===== config.mk =====
export PLATFORM = sky130hd
export DESIGN_NAME = two_tube_mux_fade_driver
export DESIGN_NICKNAME = d
export VERILOG_FILES = /design/src/rtl/core/tmd_pkg.sv /design/src/rtl/core/tmd_set_decode.sv /design/src/rtl/core/tmd_mux_core.sv /design/src/rtl/core/two_tube_mux_fade_driver.sv
export VERILOG_INCLUDE_DIRS = /design/src /design/src/rtl/core
export SDC_FILE = /design/constraint.sdc
export NUM_CORES = 1
export LEC_CHECK = 0
export BUFFER_PORTS_ARGS = -buffer_cell sky130_fd_sc_hd__buf_2
export CAP_MARGIN = 15
export CELL_PAD_IN_SITES_DETAIL_PLACEMENT = 1
export CELL_PAD_IN_SITES_GLOBAL_PLACEMENT = 2
export CORE_ASPECT_RATIO = 0.6
export CORE_UTILIZATION = 40
export DETAILED_ROUTE_END_ITERATION = 10
export PLACE_DENSITY = 0.89
export SYNTH_ARGS = -nofsm -noshare
export SYNTH_HDL_FRONTEND = slang
export SYNTH_SLANG_ARGS = --single-unit

===== constraint.sdc =====
create_clock -name aclk -period 6.7 [get_ports aclk]
set_clock_uncertainty 0.1 [all_clocks]
set_input_delay 1.34 -clock aclk [delete_from_list [all_inputs] [get_ports aclk]]
set_output_delay 1.34 -clock aclk [all_outputs]
set_load 0.01 [all_outputs]

===== src/rtl/core/assert_macros.svh =====
// Assertion helper macros for the display driver RTL.
// Every macro samples on aclk and is disabled while aresetn is low.
`ifndef ASSERT_MACROS_SVH
`define ASSERT_MACROS_SVH

// expr must hold at every sampled edge
`define ASSERT_ALWAYS(label, expr, msg) \
    label: assert property (@(posedge aclk) disable iff (!aresetn) (expr)) else $error(msg);

// ante in a cycle implies cons in the same cycle
`define ASSERT_IMPLIES(label, ante, cons, msg) \
    label: assert property (@(posedge aclk) disable iff (!aresetn) (ante) |-> (cons)) \
        else $error(msg);

// ante in a cycle implies cons in the next cycle
`define ASSERT_NEXT(label, ante, cons, msg) \
    label: assert property (@(posedge aclk) disable iff (!aresetn) (ante) |=> (cons)) \
        else $error(msg);

`endif


===== src/rtl/core/tmd_pkg.sv =====
// Shared types, constants and pin pattern decoders for the two-tube driver.
// No dependencies.
`timescale 1ns / 1ps
`default_nettype none

package tmd_pkg;

    localparam logic       OP_TICK     = 1'b0;
    localparam logic       OP_SET      = 1'b1;

    localparam logic [3:0] BLANK_CODE  = 4'd15;
    localparam logic [3:0] SYMBOL_CODE = 4'd10;
    localparam logic [8:0] BLANK_PINS  = 9'h092;

    localparam int         LEVEL_STEP  = 5;
    localparam logic [4:0] MAX_STEP    = 5'd20;
    localparam logic [7:0] MAX_PERCENT = 8'd100;

    typedef struct packed {
        logic [3:0] tens_code;
        logic [3:0] units_code;
        logic [4:0] target_step;
    } set_cmd_t;

    typedef struct packed {
        logic [8:0] pin_levels;
        logic       lit_tube;
        logic [6:0] level;
    } result_t;

    function automatic logic [8:0] tens_pattern(input logic [3:0] code);
        logic [8:0] pins;
        unique case (code)
            4'd0:    pins = 9'h090;
            4'd1:    pins = 9'h091;
            4'd2:    pins = 9'h095;
            4'd3:    pins = 9'h094;
            4'd4:    pins = 9'h096;
            4'd5:    pins = 9'h097;
            4'd6:    pins = 9'h093;
            4'd7:    pins = 9'h0B2;
            4'd8:    pins = 9'h0BA;
            4'd9:    pins = 9'h09A;
            default: pins = BLANK_PINS;
        endcase
        return pins;
    endfunction

    function automatic logic [8:0] units_pattern(input logic [3:0] code);
        logic [8:0] pins;
        unique case (code)
            4'd0:        pins = 9'h1D2;
            4'd1:        pins = 9'h0D2;
            4'd2:        pins = 9'h082;
            4'd3:        pins = 9'h08A;
            4'd4:        pins = 9'h0AA;
            4'd5:        pins = 9'h012;
            4'd6:        pins = 9'h052;
            4'd7:        pins = 9'h152;
            4'd8:        pins = 9'h112;
            4'd9:        pins = 9'h192;
            SYMBOL_CODE: pins = 9'h0A2;
            default:     pins = BLANK_PINS;
        endcase
        return pins;
    endfunction

endpackage

`default_nettype wire


===== src/rtl/core/tmd_set_decode.sv =====
// Set-display decode: splits the value into tube digit codes and quantizes brightness.
// Depends on tmd_pkg.
`timescale 1ns / 1ps
`default_nettype none

module tmd_set_decode (
    input  wire logic [7:0]        shown_value,
    input  wire logic [7:0]        brightness,
    input  wire logic              cycling,
    output tmd_pkg::set_cmd_t      set_cmd
);

    logic [15:0] tens_prod;
    logic [4:0]  tens_raw;
    logic [7:0]  tens_x10;
    logic [3:0]  units_raw;
    logic [7:0]  bright_clamped;
    logic [15:0] step_prod;

    // value / 10 via reciprocal 205/2048, exact for 8-bit values
    assign tens_prod = 16'(shown_value) * 16'd205;
    assign tens_raw  = tens_prod[15:11];
    assign tens_x10  = {tens_raw[4:0], 3'b000} + {2'b00, tens_raw, 1'b0};
    assign units_raw = 4'(shown_value - tens_x10);

    // brightness / 5 via 205/1024, exact up to 100
    assign bright_clamped = (brightness > tmd_pkg::MAX_PERCENT) ? tmd_pkg::MAX_PERCENT
                                                                 : brightness;
    assign step_prod      = 16'(bright_clamped) * 16'd205;

    always_comb begin
        set_cmd.target_step = step_prod[14:10];
        set_cmd.units_code  = units_raw;
        set_cmd.tens_code   = (tens_raw > 5'd9) ? tmd_pkg::BLANK_CODE : tens_raw[3:0];
        if (cycling) begin
            if (shown_value == 8'd10) begin
                set_cmd.tens_code  = tmd_pkg::BLANK_CODE;
                set_cmd.units_code = tmd_pkg::SYMBOL_CODE;
            end
        end else if (tens_raw == 5'd0) begin
            set_cmd.tens_code = tmd_pkg::BLANK_CODE;
        end
    end

endmodule

`default_nettype wire


===== src/rtl/core/tmd_mux_core.sv =====
// Display state: fade ramp, two-phase multiplex timer and pin register.
// Depends on tmd_pkg and assert_macros.svh.
`timescale 1ns / 1ps
`default_nettype none

`include "assert_macros.svh"

module tmd_mux_core #(
    parameter int MUX_FREQUENCY = 25
) (
    input  wire logic              aclk,
    input  wire logic              aresetn,
    input  wire logic              cfg_wr_en,
    input  wire logic [7:0]        cfg_wr_data,
    input  wire logic              upd_en,
    input  wire logic              operation,
    input  wire tmd_pkg::set_cmd_t set_cmd,
    output tmd_pkg::result_t       rslt_next
);

    localparam int PHASE_TICKS = 500 / MUX_FREQUENCY;
    localparam int ON_W        = $clog2(PHASE_TICKS + 1);

    logic [ON_W-1:0] on_lut [32];

    for (genvar i = 0; i < 32; i++) begin : g_on_lut
        localparam int ON_TICKS = (i <= 20)
                                ? (tmd_pkg::LEVEL_STEP * tmd_pkg::LEVEL_STEP * i) / MUX_FREQUENCY
                                : 0;
        assign on_lut[i] = ON_W'(ON_TICKS);
    end

    logic [7:0]      ramp_interval_reg;
    logic [4:0]      cur_step_reg,   cur_step_next;
    logic [4:0]      target_step_reg, target_step_next;
    logic [ON_W-1:0] on_dur_reg,     on_dur_next;
    logic [7:0]      ramp_el_reg,    ramp_el_next;
    logic [7:0]      phase_el_reg,   phase_el_next;
    logic            phase_reg,      phase_next;
    logic [3:0]      tens_reg,       tens_next;
    logic [3:0]      units_reg,      units_next;
    logic [8:0]      pin_reg,        pin_next;

    logic [7:0]      ramp_inc;
    logic [7:0]      phase_inc;
    logic            ramp_fire;

    assign ramp_inc  = (ramp_el_reg  == 8'hFF) ? ramp_el_reg  : ramp_el_reg  + 8'd1;
    assign phase_inc = (phase_el_reg == 8'hFF) ? phase_el_reg : phase_el_reg + 8'd1;
    assign ramp_fire = (ramp_inc >= ramp_interval_reg);

    always_comb begin
        cur_step_next    = cur_step_reg;
        target_step_next = target_step_reg;
        on_dur_next      = on_dur_reg;
        ramp_el_next     = ramp_el_reg;
        phase_el_next    = phase_el_reg;
        phase_next       = phase_reg;
        tens_next        = tens_reg;
        units_next       = units_reg;
        pin_next         = pin_reg;

        if (operation == tmd_pkg::OP_SET) begin
            target_step_next = set_cmd.target_step;
            tens_next        = set_cmd.tens_code;
            units_next       = set_cmd.units_code;
        end else begin
            ramp_el_next  = ramp_inc;
            phase_el_next = phase_inc;
            if (ramp_fire) begin
                if (target_step_reg > cur_step_reg) begin
                    cur_step_next = cur_step_reg + 5'd1;
                end else if (target_step_reg < cur_step_reg) begin
                    cur_step_next = cur_step_reg - 5'd1;
                end
                on_dur_next  = on_lut[cur_step_next];
                ramp_el_next = 8'd0;
            end
            if (phase_inc >= 8'(on_dur_next)) begin
                if (phase_inc >= 8'(PHASE_TICKS)) begin
                    if (on_dur_next != '0) begin
                        pin_next = phase_reg ? tmd_pkg::tens_pattern(tens_reg)
                                             : tmd_pkg::units_pattern(units_reg);
                    end
                    phase_next    = ~phase_reg;
                    phase_el_next = 8'd0;
                end else begin
                    pin_next = tmd_pkg::BLANK_PINS;
                end
            end
        end
    end

    always_comb begin
        rslt_next.pin_levels = pin_next;
        rslt_next.lit_tube   = phase_next;
        rslt_next.level      = {cur_step_next, 2'b00} + {2'b00, cur_step_next};
    end

    always_ff @(posedge aclk) begin
        if (!aresetn) begin
            ramp_interval_reg <= 8'd140;
            cur_step_reg      <= '0;
            target_step_reg   <= '0;
            on_dur_reg        <= '0;
            ramp_el_reg       <= '0;
            phase_el_reg      <= '0;
            phase_reg         <= 1'b0;
            tens_reg          <= tmd_pkg::BLANK_CODE;
            units_reg         <= tmd_pkg::BLANK_CODE;
            pin_reg           <= '0;
        end else begin
            if (cfg_wr_en) begin
                ramp_interval_reg <= cfg_wr_data;
            end
            if (upd_en) begin
                cur_step_reg    <= cur_step_next;
                target_step_reg <= target_step_next;
                on_dur_reg      <= on_dur_next;
                ramp_el_reg     <= ramp_el_next;
                phase_el_reg    <= phase_el_next;
                phase_reg       <= phase_next;
                tens_reg        <= tens_next;
                units_reg       <= units_next;
                pin_reg         <= pin_next;
            end
        end
    end

    `ASSERT_ALWAYS(a_step_range, cur_step_reg <= tmd_pkg::MAX_STEP, "fade level out of range")
    `ASSERT_ALWAYS(a_phase_el_range, phase_el_reg <= 8'(PHASE_TICKS), "phase timer overran")
    `ASSERT_IMPLIES(a_phase_flip, $past(aresetn) && (phase_reg != $past(phase_reg)),
                    phase_el_reg == 8'd0, "phase flipped without timer restart")
    `ASSERT_NEXT(a_pins_hold, !upd_en || (operation == tmd_pkg::OP_SET),
                 $stable(pin_reg) && $stable(phase_reg), "display moved without tick")

endmodule

`default_nettype wire


===== src/rtl/core/two_tube_mux_fade_driver.sv =====
// Top level of the two-tube multiplexed display driver with brightness fade.
// Depends on tmd_pkg, tmd_set_decode and tmd_mux_core.
//
//   channel  direction  handshake          beat contents
//   s_       in         s_valid/s_ready    operation, shown_value, brightness, cycling
//   m_       out        m_valid/m_ready    pin_levels, lit_tube, level
//   cfg_     in         cfg_wr_en          ramp_interval (8 bit)
//
// One beat per cycle sustained while m_ready stays high; an accepted beat goes to the input
// register, then its result goes to the result register, which drives m_valid.
// The input register and the result register decouple the sides, so a new beat
// is taken while a result waits; the whole state update is one pass in between.
// Synchronous active-low reset; no clearing pass, the block is ready right after.
`timescale 1ns / 1ps
`default_nettype none

module two_tube_mux_fade_driver #(
    parameter int MUX_FREQUENCY = 25
) (
    input  wire logic       aclk,
    input  wire logic       aresetn,
    input  wire logic       cfg_wr_en,
    input  wire logic [7:0] cfg_wr_data,
    input  wire logic       s_valid,
    output logic            s_ready,
    input  wire logic       s_operation,
    input  wire logic [7:0] s_shown_value,
    input  wire logic [7:0] s_brightness,
    input  wire logic       s_cycling,
    output logic            m_valid,
    input  wire logic       m_ready,
    output logic [8:0]      m_pin_levels,
    output logic            m_lit_tube,
    output logic [6:0]      m_level
);

    logic              in_valid_reg;
    logic              in_op_reg;
    logic [7:0]        in_value_reg;
    logic [7:0]        in_bright_reg;
    logic              in_cycling_reg;
    logic              out_valid_reg;
    tmd_pkg::result_t  out_reg;
    tmd_pkg::result_t  rslt_next;
    tmd_pkg::set_cmd_t set_cmd;
    logic              advance;

    assign advance = in_valid_reg && (!out_valid_reg || m_ready);
    assign s_ready = !in_valid_reg || advance;

    tmd_set_decode u_set_decode (
        .shown_value (in_value_reg),
        .brightness  (in_bright_reg),
        .cycling     (in_cycling_reg),
        .set_cmd     (set_cmd)
    );

    tmd_mux_core #(
        .MUX_FREQUENCY (MUX_FREQUENCY)
    ) u_mux_core (
        .aclk        (aclk),
        .aresetn     (aresetn),
        .cfg_wr_en   (cfg_wr_en),
        .cfg_wr_data (cfg_wr_data),
        .upd_en      (advance),
        .operation   (in_op_reg),
        .set_cmd     (set_cmd),
        .rslt_next   (rslt_next)
    );

    always_ff @(posedge aclk) begin
        if (!aresetn) begin
            in_valid_reg  <= 1'b0;
            out_valid_reg <= 1'b0;
        end else begin
            if (s_ready) begin
                in_valid_reg <= s_valid;
            end
            if (advance) begin
                out_valid_reg <= 1'b1;
            end else if (m_ready) begin
                out_valid_reg <= 1'b0;
            end
        end
    end

    always_ff @(posedge aclk) begin
        if (s_ready && s_valid) begin
            in_op_reg      <= s_operation;
            in_value_reg   <= s_shown_value;
            in_bright_reg  <= s_brightness;
            in_cycling_reg <= s_cycling;
        end
        if (advance) begin
            out_reg <= rslt_next;
        end
    end

    assign m_valid      = out_valid_reg;
    assign m_pin_levels = out_reg.pin_levels;
    assign m_lit_tube   = out_reg.lit_tube;
    assign m_level      = out_reg.level;

endmodule

`default_nettype wire


-- Word-level counts from Yosys, hierarchy flattened
Memories as Yosys holds them, arrays and structs flattened. A register that Yosys moved wholly into a read port is not among the register bits.
Cells that the tools add are included.
- logic and storage cells: 91
- memories kept: 3
- output and inout bits: 19
- bits in registers: 94
- bits in read-only memories: 336
- memories (name ; depth ; width ; read ports ; clocked after memory_dff ; write ports ; RTL line ; RTL):
    (name not given) ; 32 ; 5 ; 1 ; 0 ; 0 ; tmd_mux_core.sv:76 ; on_dur_next = on_lut[cur_step_next];
    (name not given) ; 16 ; 6 ; 1 ; 1 ; 0 ; tmd_pkg.sv:51 ; unique case (code)
    (name not given) ; 16 ; 5 ; 1 ; 1 ; 0 ; tmd_pkg.sv:33 ; unique case (code)
- equal/unequal tests: 3
- reductions and logical operators: 11
- multiplexer cells: 35
- $mul: 2
- bitwise logic cells: 3
- order comparisons: 8
- add/subtract/negate cells: 7
- operators with widths (operator ; count):
    8-bit two-way mux ; 7
    5-bit two-way mux ; 10
    9-bit two-way mux ; 5
    4-bit two-way mux ; 8
    8-bit by 1-bit adder with 8-bit output (second input constant) ; 2
    8-bit == test (second input constant) ; 2
    8-bit by 8-bit multiplier with 16-bit output (second input constant) ; 1
    8-bit by 8-bit multiplier with 15-bit output (second input constant) ; 1
    8-bit by 4-bit == test with 1-bit output (second input constant) ; 1
    8-bit by 5-bit >= comparator with 1-bit output ; 1
    8-bit by 5-bit >= comparator with 1-bit output (second input constant) ; 1
    8-bit >= comparator ; 1
    8-bit by 7-bit greater-than comparator with 1-bit output (second input constant) ; 1
    7-bit by 5-bit adder with 7-bit output ; 1
    6-bit >= comparator (second input constant) ; 1
    5-bit inverter with 6-bit output ; 1
    5-bit by 1-bit adder with 5-bit output (second input constant) ; 1
    5-bit by 4-bit greater-than comparator with 1-bit output (second input constant) ; 1
    5-bit greater-than comparator ; 1
    5-bit zero test ; 1
    5-bit less-than comparator ; 1
    1-bit two-way mux ; 5
    5-bit nonzero test ; 1
    5-bit by 1-bit subtractor with 5-bit output (second input constant) ; 1
    other kinds (8) ; 13

-- Logic depth before layout (Yosys ltp)
Gate-level depths: netlist of run 1.
- word-level depth: 16
- depth in mapped cells: 24

-- Hierarchy
From an unflattened synthesis of run 1, not the netlist that was laid out.
- cells, all modules: 828
- area, all modules: 7780.0 um2
- modules (own cells, without submodules) (module ; times used ; sequential area each (um2) ; area each (um2) ; cells each):
    tmd_mux_core ; 1 ; 1361.3 ; 4020.1 ; 501
    tmd_set_decode ; 1 ; 0.0 ; 2605.0 ; 283
    two_tube_mux_fade_driver ; 1 ; 1091.0 ; 1154.9 ; 44

-- Least setup slack after synthesis of run 1
OpenSTA, ideal clock, no wires.
- path type: reg-to-reg
- start: register u_mux_core.ramp_el_reg[0]
- end: register out_reg, in the netlist m_pin_levels[0], data pin
- arrival time: 4860 ps
- setup slack: 1471 ps
- library setup time: 268 ps
- clock period less this slack: 5229 ps
- stages on the path, launching flop included: 24
- buffers on the path: 2
- cell sequence: dfxtp_1 > ha_1 > nand2_1 > nor2_1 > nand3_1 > nand4_1 > xnor2_1 > ha_1 > a2111oi_0 > nand2_1 > o22ai_1 > clkbuf_1 > clkbuf_1 > nand2_1 > o31ai_1 > ha_1 > nand2b_1 > a21o_1 > a21o_1 > a21o_1 > a211oi_1 > nor3_1 > o2111ai_1 > o21ai_0
- RTL lines (element ; RTL line ; RTL):
    from (decl) ; tmd_mux_core.sv:37 ; logic [7:0] ramp_el_reg, ramp_el_next;
    from (signal assigned) ; tmd_mux_core.sv:120 ; ramp_el_reg <= ramp_el_next;
    to (signal assigned) ; two_tube_mux_fade_driver.sv:95 ; out_reg <= rslt_next;
    to (decl) ; two_tube_mux_fade_driver.sv:43 ; tmd_pkg::result_t out_reg;

==> results of run 1 <==
==> placed cells by master, fill, tap and decap left out, drive strengths merged, types with 17 or more instances in the layout <==
cell type and instances:
ha 120, inv 93, nor2 84, dfxtp 70, nand2 54, buf 54
edfxtp 35, a21oi 33, xnor2 29, o21ai 24, nand3 21, fa 21
a211oi 17
==> per-stage QoR <==
stage	std cells	total power (W)	hold WS [ns]	instance area, sq um
floorplan	839	0.00143	0.332	7870
global placement	1136	0.00164	0.344	8370
detailed placement	1136	0.00166	0.353	8370
CTS	1152	0.00223	0.362	8680
global route	1152	0.00239	0.393	8680
finish	1152	0.00222	0.358	8680
==> metal layers <==
metal,routed length [um],global-route usage [%],up-vias
met2,7870,29.0,115
met4,152,4.17,0
li1,-,-,3069
met3,788,3.66,10
met1,11200,33.4,2988
met5,0,0,-
==> report_power, final <==
group          switching [W]  internal [W]
clock network       0.000254      0.000304
logic               0.000556      0.000383
registers          0.0000253      0.000695
==> cell families (layout without fill, tap and decap cells) <==
| logic type | Yosys count | after routing | share of synthesized area, % |
|---|---|---|---|
| flops | 105 | 105 | 31.2 |
| simple gates | 247 | 247 | 15.0 |
| compound gates | 171 | 171 | 16.6 |
| buf+inv | 114 | 161 | 5.75 |
| other cells | 2 | 4 | 0.0955 |
| mux | 20 | 20 | 2.61 |
| xor+xnor | 37 | 37 | 4.30 |
| fa+ha+maj | 141 | 141 | 24.5 |
==> cell type report <==
cell class / instances / area [sq um]
clock buffer: 11 / 243
clock inverter: 5 / 61.3
fill: 2242 / 10500
inverter: 91 / 342
multi-input combinational: 620 / 4960
sequential: 105 / 2450
tap: 266 / 333
timing repair buffer: 54 / 283
==> worst paths after layout <==
kind	end	slack, ns	cells after the start	startpoint
hold / removal	u_mux_core.target_step_reg[0]$_SDFFE_PN0P_	0.36	2	u_mux_core.target_step_reg[0]$_SDFFE_PN0P_
setup / recovery	m_pin_levels[1]$_DFFE_PP_	0.58	19	u_mux_core.ramp_el_reg[0]$_SDFFE_PN0P_
setup reg to reg	m_pin_levels[1]$_DFFE_PP_	0.58	19	u_mux_core.ramp_el_reg[0]$_SDFFE_PN0P_
hold reg to reg	u_mux_core.target_step_reg[0]$_SDFFE_PN0P_	0.36	2	u_mux_core.target_step_reg[0]$_SDFFE_PN0P_
==> critical path: cells and delay by family (launching register included) <==
family / cells / cell delay (ns)
flops: 1 / 0.40
simple gates: 7 / 2.09
xor+xnor: 1 / 0.16
mux: 1 / 0.20
fa+ha+maj: 3 / 0.84
compound gates: 7 / 2.07
==> metrics.md, run 1 <==
| Metric | Value |
|---|---|
| Status | finished, final reports clean |
| Port buffer count | approximately 50 |
| Vias in the first global route | about 6,200 |
| Routed length per instance | roughly 17 um |
| H-tree levels | 3 |
| Number of vias per cell | around 5.4 |
| Max_cap viols | 0 |
| # setup viols final | 0 |
| Cell chain of the critical path | ha_1 > nand2_1 > nor2_1 > nand3_1 > nand4_1 > xnor2_1 > ha_1 > a2111oi_0 > nand2_1 > o22ai_1 > mux2i_1 > or2_2 > ha_1 > a21o_1 > a21o_1 > a211oi_1 > nor3_1 > o21ai_2 > o32a_1 |
| Yosys reg bits | about 110 |
| GP Congestion | 0.859 |
| P&R area growth vs syn | 10.4% |
| Share of cells above drive strength 1 | a little over a tenth |
| Commonest cells post-synth | ha_1 (120), inv_1 (91), nor2_1 (83) |
| Initial Util | 41.1% |
| Clock root cell | clkbuf_16 |
| Slew headroom | between 20% and 30% |
| Grt ovf | 0 |
| CTS tree | built |
| CTS Buffer Depth | 2 |
| Pwr Density | 255 mW/mm^2 |
| I/O pins | 50 |
| Fin crit period | approximately 6.1 ns |
| Row cnt | 39 |
| Full die area | 0.0202 sq mm |
| Die Span X | approximately 180 um |
| Post-DP HPWL | roughly 16,000 um |
| Max IR drop VDD | between 100 and 150 uV |
| DR pass1 iterations | 6 |
| CTS Buf Count | 9 |
| Ranking of synthesized cells by area | ha_1 (19%), dfxtp_1 (18%), edfxtp_1 (13%), fa_1 (5.3%), inv_1 (4.3%) |
| CP max-delay cell | nor3_1 |
| Core box area | 0.0191 sq mm |
| Max incr delay on CP | 0.83 ns |
| Most used cell, CP | ha_1 |
| Setup crit start kind | flip-flop |
| Clock Latency Late Sink | around 0.36 ns |
| Clk slew on worst S/H paths | 0.07 ns |
| Fmax | ~160 MHz |
| Pre-CTS setup slack | approximately 0.7 ns |
| EDFF count, synth | 35 |
| Final WS setup | about 0.58 ns |
| Largest net degree at the start of global routing | 42 |
| Most frequent cell after synthesis | ha_1 |
| Synth unique cells | 75 |
| Main synth FF type | dfxtp_1 |
| DRC | 0 |
| Post-Syn Instances | ~840 |
| CP Max Fanout | 11 |
| Register area share after synthesis | about 31% |
| Worst setup EP type | flip-flop |
| Initial antenna violation count | 0 |
| Synth top area share | 19.1% |
| Arr. time, crit path | 6.12 ns |
| Tightest Pin Transition | approximately 1.1 ns |
| Synthesized cell area | between 0.007 and 0.008 sq mm |
| Vias | 6,182 |
| Cts-stage hold buffer count | 0 |
| Final period util | about 91% |
| Diodes inserted | 0 |
| DR iter-0 viols | approximately 410 |
| Drt total wl | 20,000 um |
| DIE HEIGHT | 111 um |
| Antenna viol nets, final | 0 |
| Final hold vios | 0 |
| Syn Area/Cell | roughly 9.4 sq um |
| Ys async rst share | 0% |
| Yosys top cell by area | ha_1 |
| First-pass GRT wire length | between 30,000 and 40,000 um |
| Fin util | a little under half |
| LEAKAGE | 3.83 nW |
| Final Slew Violations | 0 |
| Sink Count | roughly 110 |
| Critical path class | reg -> reg |
| Hold crit path type | reg -> reg |
| Post-CTS sizing | 0 |
| Required @ worst endpoint | between 6 and 7 ns |
| Post CTS Setup Buffer Count | 0 |
| Setup TNS | 0 ns |
| RSZ-0062 raised after global routing | no |
| Overall routing resource usage | a little over a fifth |
| Yosys Warn Count | 0 |
| Nets@finish | around 1,100 |
Power figures use the tool's default switching activity.
==> inputs of run 2 (changes only) <==
--- a/config.mk
+++ b/config.mk
@@ -6,14 +6,14 @@
 export SDC_FILE = /design/constraint.sdc
 export NUM_CORES = 1
 export LEC_CHECK = 0
-export BUFFER_PORTS_ARGS = -buffer_cell sky130_fd_sc_hd__buf_2
 export CAP_MARGIN = 15
 export CELL_PAD_IN_SITES_DETAIL_PLACEMENT = 1
 export CELL_PAD_IN_SITES_GLOBAL_PLACEMENT = 2
 export CORE_ASPECT_RATIO = 0.6
-export CORE_UTILIZATION = 40
+export CORE_UTILIZATION = 41
 export DETAILED_ROUTE_END_ITERATION = 10
-export PLACE_DENSITY = 0.89
+export DONT_BUFFER_PORTS = 1
+export PLACE_DENSITY = 0.87
 export SYNTH_ARGS = -nofsm -noshare
 export SYNTH_HDL_FRONTEND = slang
 export SYNTH_SLANG_ARGS = --single-unit
==> run 2 against run 1 <==
Utilization up 0.18 points. Cell area decreased by 3.4%. Sequential share of layout area is 1.0 points higher. Register-to-register slack improved by 0.07 ns. Global-route usage rose by 1.3 points. Maximum frequency rose by 1.1%. Via count down 1.5%. Largest power group unchanged. Hold slack gained 0.015 ns. Sequential cell count is the same.
==> metrics.md, run 2 (synthesis results as in run 1) <==
| Metric | Value |
|---|---|
| Die Span X | between 150 and 200 um |
| Hold crit path type | reg -> reg |
| Share of cells above drive strength 1 | just under 6% |
| Routed length per instance | approximately 19 um |
| CTS tree | built |
| Setup crit start kind | flip-flop |
| Post-DP HPWL | about 17,000 um |
| Post CTS Setup Buffer Count | 0 |
| Vias | 6,089 |
| Status | finished, final reports clean |
| Reg2Reg Depth | 21 |
| Most frequent cells in the layout | ha_1 (120), inv_1 (91), nor2_1 (83) |
| Port buffer count | 0 |
| Pwr Density | between 200 and 300 mW/mm^2 |
| Sink Count | 105 |
| DR iter-0 viols | 352 |
| Drt total wl | roughly 21,000 um |
| Antenna viol nets, final | 0 |
| Required @ worst endpoint | about 6.7 ns |
| Initial Util | 42.7% |
| Setup TNS | 0 ns |
| LEAKAGE | roughly 3.6 nW |
| Final period util | about nine tenths |
| Initial antenna violation count | 0 |
| First-pass GRT wire length | approximately 34,000 um |
| Largest net degree at the start of global routing | 29 |
| Crit Reg-Reg Startpoint | u_mux_core.ramp_el_reg[0]$_SDFFE_PN0P_ |
| Max_cap viols | 0 |
| CTS Buf Count | 9 |
| Overall routing resource usage | between 20 and 25% |
| Overall power | ~0.0022 W |
| Core box area | approximately 0.018 sq mm |
| # setup viols final | 0 |
| CTS Buffer Depth | 2 |
| Final Slew Violations | 0 |
| I/O pins | 50 |
| Hold_ws | 0.373 ns |
| Nets@finish | about 1,000 |
| Max IR drop VDD | between 100 and 150 uV |
| Hold depth | 2 |
| Fmax | between 150 and 200 MHz |
| R2R Path End | m_pin_levels[8]$_DFFE_PP_ |
| Final hold vios | 0 |
| P&R area growth vs syn | 6.61% |
| Cts-stage hold buffer count | 0 |
| Full die area | 0.0197 sq mm |
| DRC | 0 |
| DIE HEIGHT | 109 um |
| Slew headroom | between 20% and 30% |
| Arr. time, crit path | a little over 6 ns |
| Post-CTS sizing | 0 |
| Row cnt | 38 |
| Clock Latency Late Sink | 0.37 ns |
| Fin crit period | ~6.1 ns |
| DR pass1 iterations | 4 |
| Commonest non-fill, non-tap cell in the layout | ha_1 |
| Grt ovf | 0 |
| RSZ-0062 raised after global routing | no |
| Worst reg2reg setup slack | ~0.65 ns |
| Number of vias per cell | roughly 5.7 |
| Worst Min Path Start | u_mux_core.target_step_reg[2]$_SDFFE_PN0P_ |
| Clk slew on worst S/H paths | roughly 0.08 ns |
| # fillers | 2,093 |
| Critical path class | reg -> reg |
| Worst min-delay path endpoint | u_mux_core.target_step_reg[2]$_SDFFE_PN0P_ |
| Clock root cell | clkbuf_16 |
| Worst setup EP type | flip-flop |
| GP Congestion | 0.885 |
| Vias in the first global route | around 6,500 |
| Tightest Pin Transition | 1.09 ns |
| Diodes inserted | 0 |
| H-tree levels | 3 |
| CP Max Fanout | 8 |
## run 2: changes by cell type in the layout (fill, tap and decap cells not counted), sizes merged
cell      before  now
buf           54    5
bufinv         1    0
clkbuf        11    9
clkinv         2    1
clkinvlp       0    2
inv           93   95
## run 2: report_power, final
group          internal [W]  switching [W]  leakage, nW
combinational      0.000374       0.000561         2.58
sequential         0.000696      0.0000286        0.905
clock              0.000260       0.000266        0.136
total               0.00133       0.000856         3.63
## run 2: worst max-delay path by stage
stage,endpoint,slack [ns],cells past startpoint,from
global placement,flip-flop,0.95,19,in_value_reg[1]$_DFFE_PP_
CTS,m_pin_levels[4]$_DFFE_PP_,0.62,19,u_mux_core.ramp_el_reg[0]$_SDFFE_PN0P_
floorplan,m_pin_levels[0]$_DFFE_PP_,1.47,23,u_mux_core.ramp_el_reg[0]$_SDFFE_PN0P_
detailed placement,m_pin_levels[1]$_DFFE_PP_,0.66,19,u_mux_core.ramp_el_reg[0]$_SDFFE_PN0P_
finish,m_pin_levels[8]$_DFFE_PP_,0.65,21,u_mux_core.ramp_el_reg[0]$_SDFFE_PN0P_
global route,m_pin_levels[8]$_DFFE_PP_,0.19,21,u_mux_core.ramp_el_reg[0]$_SDFFE_PN0P_
## run 2: critical path, cell delays in order, from the launching register on
cell	delay, ns
dfxtp_1	0.42
ha_1	0.24
nand2_1	0.09
nor2_1	0.19
nand3_1	0.30
nand4_1	0.23
xnor2_1	0.16
ha_1	0.30
a2111oi_0	0.43
nand2_1	0.11
o22ai_1	0.57
o31ai_1	0.25
ha_1	0.33
nand2b_1	0.15
a21o_1	0.17
a21o_1	0.18
a21o_1	0.17
a211oi_1	0.62
nor3_1	0.21
buf_2	0.23
o2111ai_1	0.13
o21ai_0	0.17
## run 2: layout make-up
cell class	count	area (sq um)	share of cell area (%)
Sequential cell	105	2450	29.3
Clock buffer	9	225	2.69
Multi-Input combinational cell	620	4960	59.2
Tap cell	240	300	3.58
Timing Repair Buffer	5	35.0	0.418
Inverter	91	342	4.08
Clock inverter	7	61.3	0.732
## run 2: through the flow
step                      util [%]  cells  setup slack (ns)  area, sq um
after floorplan                  -    839              1.47         7870
after global placement        44.0   1060             0.950         8090
after detailed placement      44.0   1060             0.659         8090
after CTS                     45.5   1076             0.615         8370
after global routing          45.5   1077             0.190         8380
final                         45.5   1077             0.649         8380
## run 2: layer usage
metal	vias to the layer above	GRT usage (%)	wire length, um
li1	2956	-	-
met1	3052	31.6	10600
met2	67	36.3	9460
met3	14	3.14	504
met4	0	4.76	153
met5	-	0	0
